`config.mk`:
```
export PLATFORM = sky130hd
export DESIGN_NAME = fcth_clear
export DESIGN_NICKNAME = d
export VERILOG_FILES = /design/src/hw/rtl/fcth_clear.sv
export SDC_FILE = /design/constraint.sdc
export NUM_CORES = 1
export LEC_CHECK = 0
export ABC_AREA = 0
export BUFFER_PORTS_ARGS = -buffer_cell sky130_fd_sc_hd__clkbuf_2
export CAP_MARGIN = 20
export CORE_UTILIZATION = 30
export DETAILED_ROUTE_END_ITERATION = 16
export HOLD_SLACK_MARGIN = 0.06
export PLACE_DENSITY = 0.58
export SYNTH_ARGS = -nofsm -noshare
export SYNTH_HDL_FRONTEND = slang
export SYNTH_SLANG_ARGS = --single-unit
```
`constraint.sdc`:
```
create_clock -name clk -period 1.4 [get_ports clk]
set_input_delay 0.21 -clock clk [delete_from_list [all_inputs] [get_ports clk]]
set_output_delay 0.21 -clock clk [all_outputs]
set_load 0.005 [all_outputs]
```
`src/hw/rtl/fcth_clear.sv`:
```
// ----------------------------------------------------------------------------
// fcth_clear
// Post-reset sweep that walks every table address once.
// ----------------------------------------------------------------------------
module fcth_clear #(
	parameter int DEPTH = 12800,
	parameter int AW    = (DEPTH > 1) ? $clog2(DEPTH) : 1
) (
	input  logic          clk,
	input  logic          arst_n,
	output logic          busy,
	output logic [AW-1:0] addr
);

	logic          busy_q;
	logic [AW-1:0] addr_q;

	always_ff @(posedge clk or negedge arst_n) begin
		if (!arst_n) begin
			busy_q <= 1'b1;
			addr_q <= '0;
		end else if (busy_q) begin
			if (addr_q == AW'(DEPTH - 1)) begin
				busy_q <= 1'b0;
			end else begin
				addr_q <= addr_q + 1'b1;
			end
		end
	end

	assign busy = busy_q;
	assign addr = addr_q;

endmodule

```
==> results.cfg <==
[finish]
fill_cells = 212
nets = 107
synthToLayoutAreaGrowth_pct = 40.2
seq_area_um2 = 377
drive_above_1_share_pct = 50.5
multiInputGateArea_um2 = 360
num_antenna_cells = 0

[global_route]
grt_max_degree = 16
grt.overflow.total = 0
first_global_vias = 620
grt_pass1_wl_um = 2840
grtUsageTotal_pct = 15.0
antenna_found_initial = 0

[setup_path]
cp_max_fo = 3
r2r_cells = 4
path_class = reg -> reg
critPathLaunchType = flop
cp.required_ns = 1.57
end_kind = flop
cp.arrival_ns = 1.58

[yosys]
synthSimpleGateAreaFrac_pct = 23.3
yosys_register_bits = 15
postSynthCellCount = 64
synth.distinct_cells = 28
yosysTopAreaCell = dfrtp_1
synth_edf_count = 0
syn-num-nets = 67
synth_top_family_by_area = simple AND/OR/NAND/NOR gates
ys_warn_count = 0
ys_async_sr_fraction_pct = 100
postSynthAreaPerCell_um2 = 11.6
synth.area.mux_share_pct = 2.03
synth_most_common_cell = dfrtp_1
synth.area.top_cells = dfrtp_1 (47%), xnor2_1 (11%), nand3_1 (6.1%)
netlist_area_um2 = 741
yosys.area_share.adder_pct = 1.69
yosys-top-cells-count = dfrtp_1 (14), nand3_1 (9), xnor2_1 (9), a21oi_1 (3), nand2_1 (3)
synth-main-ff-cell = dfrtp_1
synth_xor_area_share_pct = 11.8
seq_area_frac_synth_pct = 50.8
synth_compound_area_share_pct = 7.77
synth_top_area_share_pct = 47.3

[outcome]
status = complete, but fails checks
violations = setup timing

[sta]
rsz0062_at_grt = true
period_share_pct = 101
timing.final.crit_period_ns = 1.41
fmax_mhz = 711
tns_ns = -0.00722
finalHoldViolCount = 0
setup_ws_ns = -0.00722
worst_pin_slew_ns = 0.378
hold_ws_ns = 0.367
fin_skew_ns = 0.00610
setup_viol = 1
drv_slew = 0
maxSlewHeadroom_pct = 74.8

[drt]
drt-total-wl_um = 1650
final_antenna_net_count = 0
dr_total_vias = 634
drt_iter0_drc = 11
drt_pass1_iterations = 4
drc = 0
drt-wirelength-per-cell_um = 12.6
vias_per_cell = 4.84

[cts]
clkTransAtPathRegs_ns = 0.09
clockBufferDepth = 2
cts-buffers-inserted = 3
clk_latency_ns = 0.28
cts_sinks = 15
cts-root-buf = clkbuf_4
h-tree-depth = 1
cts_tree = done

[power_and_ir_drop]
ir_drop_mv = 0.643
power_density_nw_per_um2 = 665
leakage_nw = 0.510

[floorplanning]
dieArea_um2 = 2670
pin_count = 17
initial_utilization_pct = 32.5
die-width_um = 51.7
die_h_um = 51.7
placementRows = 17
core_um2 = 2280

[run]
maxCapViolCount = 0

[placement]
gp_congestion = 0.797
pre_cts_slack_ns = -0.0313
hpwl_um = 1240
io_buffers = 16

[hold_path]
hold_class = in -> async
per-stage QoR:
step	instances	utilization [%]	total power, mW	area [µm²]
3_3_place_gp	123	42.9	0.451	977
5_1_grt	131	45.6	0.738	1040
3_5_place_dp	123	42.9	0.451	977
2_1_floorplan	64	-	0.442	753
6_report	131	45.6	0.690	1040
4_1_cts	130	45.2	0.706	1030
routing by layer:
layer | vias to the layer above | routed length, µm | GRT usage, %
met5 | - | 0 | 0
li1 | 307 | - | -
met4 | 0 | 11 | 4.05
met1 | 306 | 748 | 19.3
met3 | 2 | 96 | 6.14
met2 | 19 | 796 | 22.9
worst max-delay path: stages, from the launching register on:
cell and delay [ns]:
dfrtp_1 0.37, ha_2 0.18, and4_4 0.22, a41o_4 0.23, mux2_4 0.29
final timing paths:
kind | from | end | slack (ns)
worst max-delay path | addr[1]$_DFFE_PN0P_ | addr[1]$_DFFE_PN0P_ | -0.007
worst min-delay path | arst_n | addr[5]$_DFFE_PN0P_ | 0.37
worst max register to register | addr[1]$_DFFE_PN0P_ | addr[1]$_DFFE_PN0P_ | -0.007
worst min register to register | addr[8]$_DFFE_PN0P_ | addr[8]$_DFFE_PN0P_ | 0.51
max in group asynchronous | arst_n | busy$_DFF_PN1_ | 0.72
min in group clk | addr[8]$_DFFE_PN0P_ | addr[8]$_DFFE_PN0P_ | 0.51
power by group:
group | internal (mW) | switching, mW | total, mW
Clock | 0.111 | 0.135 | 0.246
Combinational | 0.00279 | 0.00851 | 0.0113
Sequential | 0.433 | 0 | 0.433
Total | 0.547 | 0.144 | 0.690
state kept, by name, indices dropped and copies added (netlist names):
register  cells
addr         14
busy          1
layout make-up:
class                      instances  share of cell area, %
multi-input combinational         46                   34.7
timing repair buffer              36                   22.4
inverter                           2                  0.723
tap                               28                   3.37
clock buffer                       4                   2.53
sequential                        15                   36.3
cells in the final DEF (no fill, tap or decap):
cell	netlist	final
nand2_1	3	3
nand3b_1	1	1
a21oi_1	3	3
nand4_1	2	2
clkbuf_4	0	3
buf_4	0	19
xnor2_1	9	9
xor2_1	1	1
and2_4	1	1
mux2_4	1	1
ha_2	0	1
inv_1	1	1
nor2b_1	1	1
and3_1	1	1
nand3_2	0	2
clkbuf_2	0	16
nand3_1	9	7
and2_2	1	1
and2_1	1	1
and4_4	1	1
and4_1	1	1
dfstp_2	1	1
dfrtp_1	14	14
and3_4	1	1
inv_2	1	1
a41oi_1	1	1
and4bb_4	1	1
clkbuf_1	0	1
dlygate4sd3_1	0	1
a31oi_1	2	2
nor2_2	1	2
nor2_1	2	1
a41o_4	1	1
cell families (layout without fill, tap and decap cells):
family	Yosys count	count (layout)
flip-flops	15	15
AND/OR/NAND/NOR	27	27
XOR/XNOR	10	10
buffers and inverters	3	42
adder cells (fa/ha/maj)	1	1
multiplexers	1	1
AO/OA/AOI/OAI	7	7
what timing repair did:
action | CTS | global route
endpoints found under the setup margin | 3 | 8
cloned | 0 | 0
hold buffers | 1 | 0
resized for setup | 0 | 1
pin swaps | 3 | 4
setup buffers | 2 | 1
hold endpoints to repair | 14 | 0
No activity file was read; power rests on OpenSTA's default activity.
