File: src/hw/rtl/fcth_pkg.sv
// ----------------------------------------------------------------------------
// fcth_pkg
// Shared types and constants of the class-by-region tally unit.
// ----------------------------------------------------------------------------
package fcth_pkg;

	localparam int CODE_W  = 16;
	localparam int COUNT_W = 32;
	localparam int PADDR_W = 3;
	localparam int PDATA_W = 32;

	localparam logic [COUNT_W-1:0] COUNT_MAX = '1;

	typedef enum logic {
		FUNC_TALLY = 1'b0,
		FUNC_READ  = 1'b1
	} func_t;

	typedef enum logic {
		REG_TARGET = 1'b0,
		REG_NODATA = 1'b1
	} reg_idx_t;

	typedef struct packed {
		logic signed [CODE_W-1:0] target_service;
		logic signed [CODE_W-1:0] nodata_code;
	} cfg_t;

endpackage

File: src/hw/rtl/fcth_cfg.sv
// ----------------------------------------------------------------------------
// fcth_cfg
// APB register file: target service code and no-data code.
// ----------------------------------------------------------------------------
module fcth_cfg (
	input  logic                          clk,
	input  logic                          arst_n,
	input  logic                          psel,
	input  logic                          penable,
	input  logic                          pwrite,
	input  logic [fcth_pkg::PADDR_W-1:0]  paddr,
	input  logic [fcth_pkg::PDATA_W-1:0]  pwdata,
	output logic [fcth_pkg::PDATA_W-1:0]  prdata,
	output logic                          pready,
	output fcth_pkg::cfg_t                cfg
);
	import fcth_pkg::*;

	cfg_t     cfg_q;
	reg_idx_t idx;
	logic     wr_en;

	assign idx    = reg_idx_t'(paddr[2]);
	assign wr_en  = psel && penable && pwrite && pready;
	assign pready = 1'b1;

	always_ff @(posedge clk or negedge arst_n) begin
		if (!arst_n) begin
			cfg_q.target_service <= 16'sd1;
			cfg_q.nodata_code    <= -16'sd9999;
		end else if (wr_en) begin
			unique case (idx)
				REG_TARGET: cfg_q.target_service <= pwdata[CODE_W-1:0];
				REG_NODATA: cfg_q.nodata_code    <= pwdata[CODE_W-1:0];
				default: ;
			endcase
		end
	end

	always_comb begin
		unique case (idx)
			REG_TARGET: prdata = PDATA_W'(cfg_q.target_service);
			REG_NODATA: prdata = PDATA_W'(cfg_q.nodata_code);
			default:    prdata = '0;
		endcase
	end

	assign cfg = cfg_q;

endmodule

File: config.mk
export PLATFORM = sky130hd
export DESIGN_NAME = fcth_cfg
export DESIGN_NICKNAME = d
export VERILOG_FILES = /design/src/hw/rtl/fcth_pkg.sv /design/src/hw/rtl/fcth_cfg.sv
export SDC_FILE = /design/constraint.sdc
export NUM_CORES = 1
export LEC_CHECK = 0
export ABC_CLOCK_PERIOD_IN_PS = 1500
export BUFFER_PORTS_ARGS = -buffer_cell sky130_fd_sc_hd__buf_2
export CAP_MARGIN = 20
export CORE_UTILIZATION = 43
export CTS_CLUSTER_DIAMETER = 80
export CTS_CLUSTER_SIZE = 24
export DETAILED_ROUTE_END_ITERATION = 6
export PLACE_DENSITY = 0.82
export REMOVE_ABC_BUFFERS = 1
export SLEW_MARGIN = 0
export SYNTH_ARGS = -nofsm -noshare
export SYNTH_HDL_FRONTEND = slang
export SYNTH_SLANG_ARGS = --single-unit
File: constraint.sdc
create_clock -name clk -period 1.5 [get_ports clk]
set_input_delay 0.15 -clock clk [delete_from_list [all_inputs] [get_ports clk]]
set_output_delay 0.15 -clock clk [all_outputs]
set_load 0.005 [all_outputs]
==> results.tsv, run 1 <==
stage	metric	value	unit
min_path	min_path_type	in -> reg	
timing	final.period_utilization	0.9239	
yosys	synth.mux.area_fraction	0.3598	
die	num_rows	21	
placement	hpwl	2310	µm
timing	maxSlewHeadroom	0.5401	
setup_path	cp_top_family	flip-flops	
final_layout	syn2layout_area_growth	27.26	%
timing	slew_viol_final	0	
clocking	htree_levels	2	
setup_path	reg2reg_slack	0.70	ns
yosys	synth_cell_types	10	
min_path	hold_path_end	cfg[31]	
die	coreArea	0.003468	mm²
setup_path	worstPathArrival	1.24	ns
setup_path	critical_path.slowest_cell	dfstp_2	
final_layout	final_layout_size_suffix_gt1_frac	0.8652	
setup_path	r2r_end	cfg[2]	
die	die_y	63.13	µm
clocking	cts_tree	built	
placement	io_buffers	85	
yosys	syn-cell-area	0.001607	mm²
yosys	yosys.area_share.simple	0.02804	
yosys	synth-seq-cells	32	
global_routing	grt_usage	0.1724	
placement	gp_congestion	0.6655	
clocking	cts_resized	0	
timing	min_period	1.386	ns
setup_path	path_class	reg -> out	
final_layout	mostFrequentLayoutCell	buf_2	
die	die_area	0.003985	mm²
power_and_ir_drop	ir_worst_vdd	694.6	µV
yosys	yosysWarnings	0	
yosys	synth_compound_area_frac	0	
clocking	cts.clk_slew.worst_paths	0.06	ns
yosys	seq_area_frac_synth	0.5062	
setup_path	crit_buf_inv	1	
clocking	cts_max_path_buffers	2	
route	drc	0	
global_routing	antenna_found_initial	0	
clocking	cts_buffers	5	
timing	tightest_slew	0.6898	ns
final_layout	largest_reg_flops	32	
clocking	clockRootBuffer	clkbuf_8	
route	ant_nets	0	
min_path	min-delay-start	pwdata[15]	
min_path	holdPathStages	2	
clocking	post-cts-setup-buffers	0	
timing	hold_viol	0	
global_routing	grt_pass1_vias	1053	
die	start_util	0.4632	
clocking	clkLatencyLatePin	0.27	ns
route	viasPerCell	4.866	
global_routing	grt_start_max_net_pins	33	
global_routing	grt_pass1_wl	5306	µm
yosys	avgSynthCellArea	15.45	µm²
setup_path	r2r_cells	1	
setup_path	endpoint_kind	output port	
timing	finClkSkew	0	ns
clocking	clock-sinks	32	
timing	setup_tns	0	ns
run_status	status	completed	
yosys	synth_top_family_by_area	multiplexers	
global_routing	grt_overflow_total	0	
job	max_cap_viol_count	0	
timing	setup_slack	0.1141	ns
setup_path	worstReg2RegStart	cfg[2]	
timing	setup_viol	0	
yosys	synthXorXnorAreaFrac	0	
power_and_ir_drop	p_per_area	1375	mW/mm²
yosys	syn_inst	104	
route	dr_total_vias	1090	
yosys	synth_fa_ha_area_frac	0	
placement	post-place-ws	0.2268	ns
timing	fmax	721.6	MHz
route	wl	3147	µm
route	wl_per_cell	14.05	µm
setup_path	crit_required	1.35	ns
final_layout	final_cell_mix	buf_2 (85), mux2_2 (38), dfrtp_1 (22), mux2_4 (10), dfstp_2 (10)	
final_layout	diodes	0	
setup_path	slowest_delay	0.54	ns
setup_path	worstPathCellList	mux2_2, buf_2	
route	dr.pass1.iters	3	
setup_path	start_kind	register	
route	drt_iter0_drc	33	
setup_path	worst-path-max-fanout	17	
power_and_ir_drop	cellLeakagePower	1.064	nW
final_layout	fillCellCount	294	
die	ios	105	
final_layout	nets	218	
timing	rsz0062_at_grt	false	
die	die_w	63.13	µm
==> where the power goes <==
| group | total (mW) | switching (mW) | internal, mW |
|---|---|---|---|
| combinational | 0.871 | 0.330 | 0.541 |
| sequential | 1.24 | 0.139 | 1.10 |
| clock | 0.701 | 0.293 | 0.408 |
| total | 2.81 | 0.762 | 2.05 |
==> Yosys cell counts (all sizes together) <==
library cell,count,share of area
buf,21,0.10
conb,1,0.0023
dfrtp,22,0.34
dfstp,10,0.16
mux2,48,0.36
nand4,1,0.013
nand4b,1,0.015
==> worst max path at each step <==
stage / startpoint / endpoint / slack (ns) / cells past startpoint
global route: cfg[15] / prdata[18] / 0.05 / 2
detailed placement: paddr[2] / cfg[3] / 0.23 / 4
CTS: cfg[15] / prdata[26] / 0.09 / 2
finish: cfg[15] / prdata[26] / 0.11 / 2
floorplan: cfg[15] / prdata[15] / 0.39 / 1
global placement: paddr[2] / cfg[2] / 0.26 / 4
==> per-stage QoR <==
stage               hold WS, ns  total power, mW  cell area [µm²]  utilization  std cells
floorplan               -0.1456            1.632             1440            -         83
global placement         0.2071            2.092             1938       0.5588        216
detailed placement       0.2378            2.134             1938       0.5588        216
CTS                      0.1071            2.844             2044       0.5895        224
global route             0.1164            2.981             2044       0.5895        224
finish                   0.1188            2.811             2044       0.5895        224
==> layer usage <==
| metal | GRT usage | routed length (µm) | up-vias |
|---|---|---|---|
| met4 | 0.06977 | 34 | 0 |
| met1 | 0.2124 | 1338 | 528 |
| li1 | - | - | 495 |
| met2 | 0.2863 | 1522 | 65 |
| met5 | 0 | 0 | - |
| met3 | 0.04348 | 252 | 2 |
==> layout make-up <==
class	instances	area, µm²	area share
Sequential cell	32	813.3	0.3978
Multi-Input combinational cell	51	626.9	0.3066
Timing Repair Buffer	88	450.4	0.2203
Clock buffer	7	96.34	0.04712
Tap cell	46	57.56	0.02815
==> logic make-up after synthesis <==
family	after synthesis
mux	48
flops	32
buf+inv	21
simple gates	2
other cells	1
==> repair_timing <==
item | 4_1_cts | 5_1_grt
setup endpoints to repair | 0 | 0
hold buffers | 1 | 0
hold endpoints to repair | 22 | 0
Note: power is estimated with default switching activity, not from simulation.
==> run 2, diff against run 1 <==
Settings changed: ABC_CLOCK_PERIOD_IN_PS 1500 to default, CTS_BUF_LIST from default to sky130_fd_sc_hd__clkbuf_16.
==> results.tsv, run 2 (same netlist as run 1, synthesis figures left out) <==
stage	metric	value	unit
setup_path	worstPathArrival	1.22	ns
global_routing	grt_pass1_wl	5368	µm
final_layout	regArea	813.3	µm²
route	dr.pass1.iters	4	
setup_path	start_kind	register	
placement	hpwl	2310	µm
min_path	min_path_type	in -> reg	
power_and_ir_drop	pwr-share-clk	0.300	
setup_path	worstReg2RegStart	cfg[2]	
final_layout	fillCellCount	292	
route	viasPerCell	4.862	
timing	final.period_utilization	0.9146	
clocking	cts_resized	0	
clocking	cts_tree	built	
setup_path	path_class	reg -> out	
route	dr_total_vias	1089	
die	die_w	63.13	µm
power_and_ir_drop	total_power	3.018	mW
die	die_y	63.13	µm
die	start_util	0.4632	
power_and_ir_drop	p_sw_frac	0.2599	
placement	io_buffers	85	
clocking	htree_levels	2	
timing	setup_viol	0	
route	drt_iter0_drc	29	
global_routing	grt_overflow_total	0	
route	wl	3155	µm
power_and_ir_drop	p_sw	0.7844	mW
final_layout	fin_area	0.002081	mm²
power_and_ir_drop	cellLeakagePower	1.078	nW
global_routing	grtUsageMet3	0.04348	
final_layout	mostFrequentLayoutCell	buf_2	
job	max_cap_viol_count	0	
power_and_ir_drop	power.share.sequential	0.411	
power_and_ir_drop	ir_worst_vdd	704.2	µV
min_path	min-delay-start	pwdata[15]	
global_routing	grt_use_met2	0.2863	
clocking	cts_buffers	5	
setup_path	startpoint	cfg[15]	
clocking	clkLatencyLatePin	0.26	ns
run_status	status	completed	
clocking	post-cts-setup-buffers	0	
global_routing	grt_start_max_net_pins	33	
placement	placed_area	0.001938	mm²
global_routing	antenna_found_initial	0	
placement	gp_congestion	0.6655	
setup_path	crit_required	1.35	ns
setup_path	worst-path-max-fanout	17	
final_layout	nets	218	
route	ant_nets	0	
global_routing	grt_usage	0.1744	
power_and_ir_drop	p_per_area	1451	mW/mm²
setup_path	endpoint_kind	output port	
die	num_rows	21	
global_routing	met1_usage	0.2182	
timing	slew_viol_final	0	
power_and_ir_drop	internal-power	2.234	mW
global_routing	busiest_layer	met2	
final_layout	final_layout_size_suffix_gt1_frac	0.8539	
timing	hold_viol	0	
die	ios	105	
global_routing	grt_pass1_vias	1059	
final_layout	diodes	0	
final_layout	syn2layout_area_growth	29.52	%
clocking	clockRootBuffer	clkbuf_16	
timing	fmax	728.9	MHz
final_layout	multi_input_area	626.9	µm²
die	die_area	0.003985	mm²
die	coreArea	0.003468	mm²
timing	setup_tns	0	ns
clocking	clock-sinks	32	
route	drc	0	
timing	tightest_slew	0.6919	ns
timing	rsz0062_at_grt	false	
timing	min_period	1.372	ns
clocking	cts_max_path_buffers	2	
clocking	cts.clk_slew.worst_paths	0.05	ns
timing	maxSlewHeadroom	0.5388	
route	wl_per_cell	14.08	µm
power_and_ir_drop	combPwrFrac	0.289	
final_layout	final_cell_mix	buf_2 (85), mux2_2 (38), dfrtp_1 (22), mux2_4 (10), dfstp_2 (10)	
final_layout	largest_reg_flops	32	
timing	finClkSkew	0	ns
[run 2: through the flow]
step | cells | setup WS [ns] | util | hold WS, ns
CTS | 224 | 0.1093 | 0.5999 | 0.1221
detailed placement | 216 | 0.2268 | 0.5588 | 0.2378
global route | 224 | 0.06114 | 0.5999 | 0.1291
global placement | 216 | 0.2564 | 0.5588 | 0.2071
floorplan | 83 | 0.3947 | - | -0.1456
finish | 224 | 0.1280 | 0.5999 | 0.1285
[run 2: per-layer routing]
layer	vias up	share of wire	routed length (µm)
met5	-	0	0
met4	0	0.015	47
met3	4	0.082	260
met2	67	0.47	1492
met1	523	0.43	1354
li1	495	-	-
[run 2: worst paths after layout]
check	endpoint	slack [ns]	cells after the start
hold reg to reg	cfg[26]	0.52	1
setup / recovery	prdata[26]	0.13	2
hold / removal	cfg[31]	0.13	2
min in group asynchronous	cfg[24]	0.47	2
max in group asynchronous	cfg[23]	0.59	2
setup reg to reg	cfg[2]	0.71	1
[run 2: area by class of cell]
| type | count | share of cell area |
|---|---|---|
| tap | 46 | 0.02766 |
| clock buffer | 5 | 0.06013 |
| multi-input combinational | 51 | 0.3013 |
| sequential | 32 | 0.3909 |
| clock inverter | 2 | 0.003608 |
| timing repair buffer | 88 | 0.2165 |
[run 2: what timing repair did]
action / CTS / global route
hold buffers: 1 / 0
hold endpoints to repair: 22 / 0
endpoints found under the setup margin: 0 / 0
[run 2: power by group through the flow]
stage | sequential [mW] | clock (mW) | combinational [mW]
final | 1.24 | 0.905 | 0.872
after global routing | 1.27 | 0.982 | 0.950
after CTS | 1.24 | 0.925 | 0.888
after detailed placement | 1.25 | 0 | 0.880
after global placement | 1.22 | 0 | 0.873
after floorplan | 1.25 | 0 | 0.384
[run 2: critical path, cell delays in order, from the launching register on]
cell and delay (ns):
dfstp_2 0.53, mux2_2 0.27, buf_2 0.15
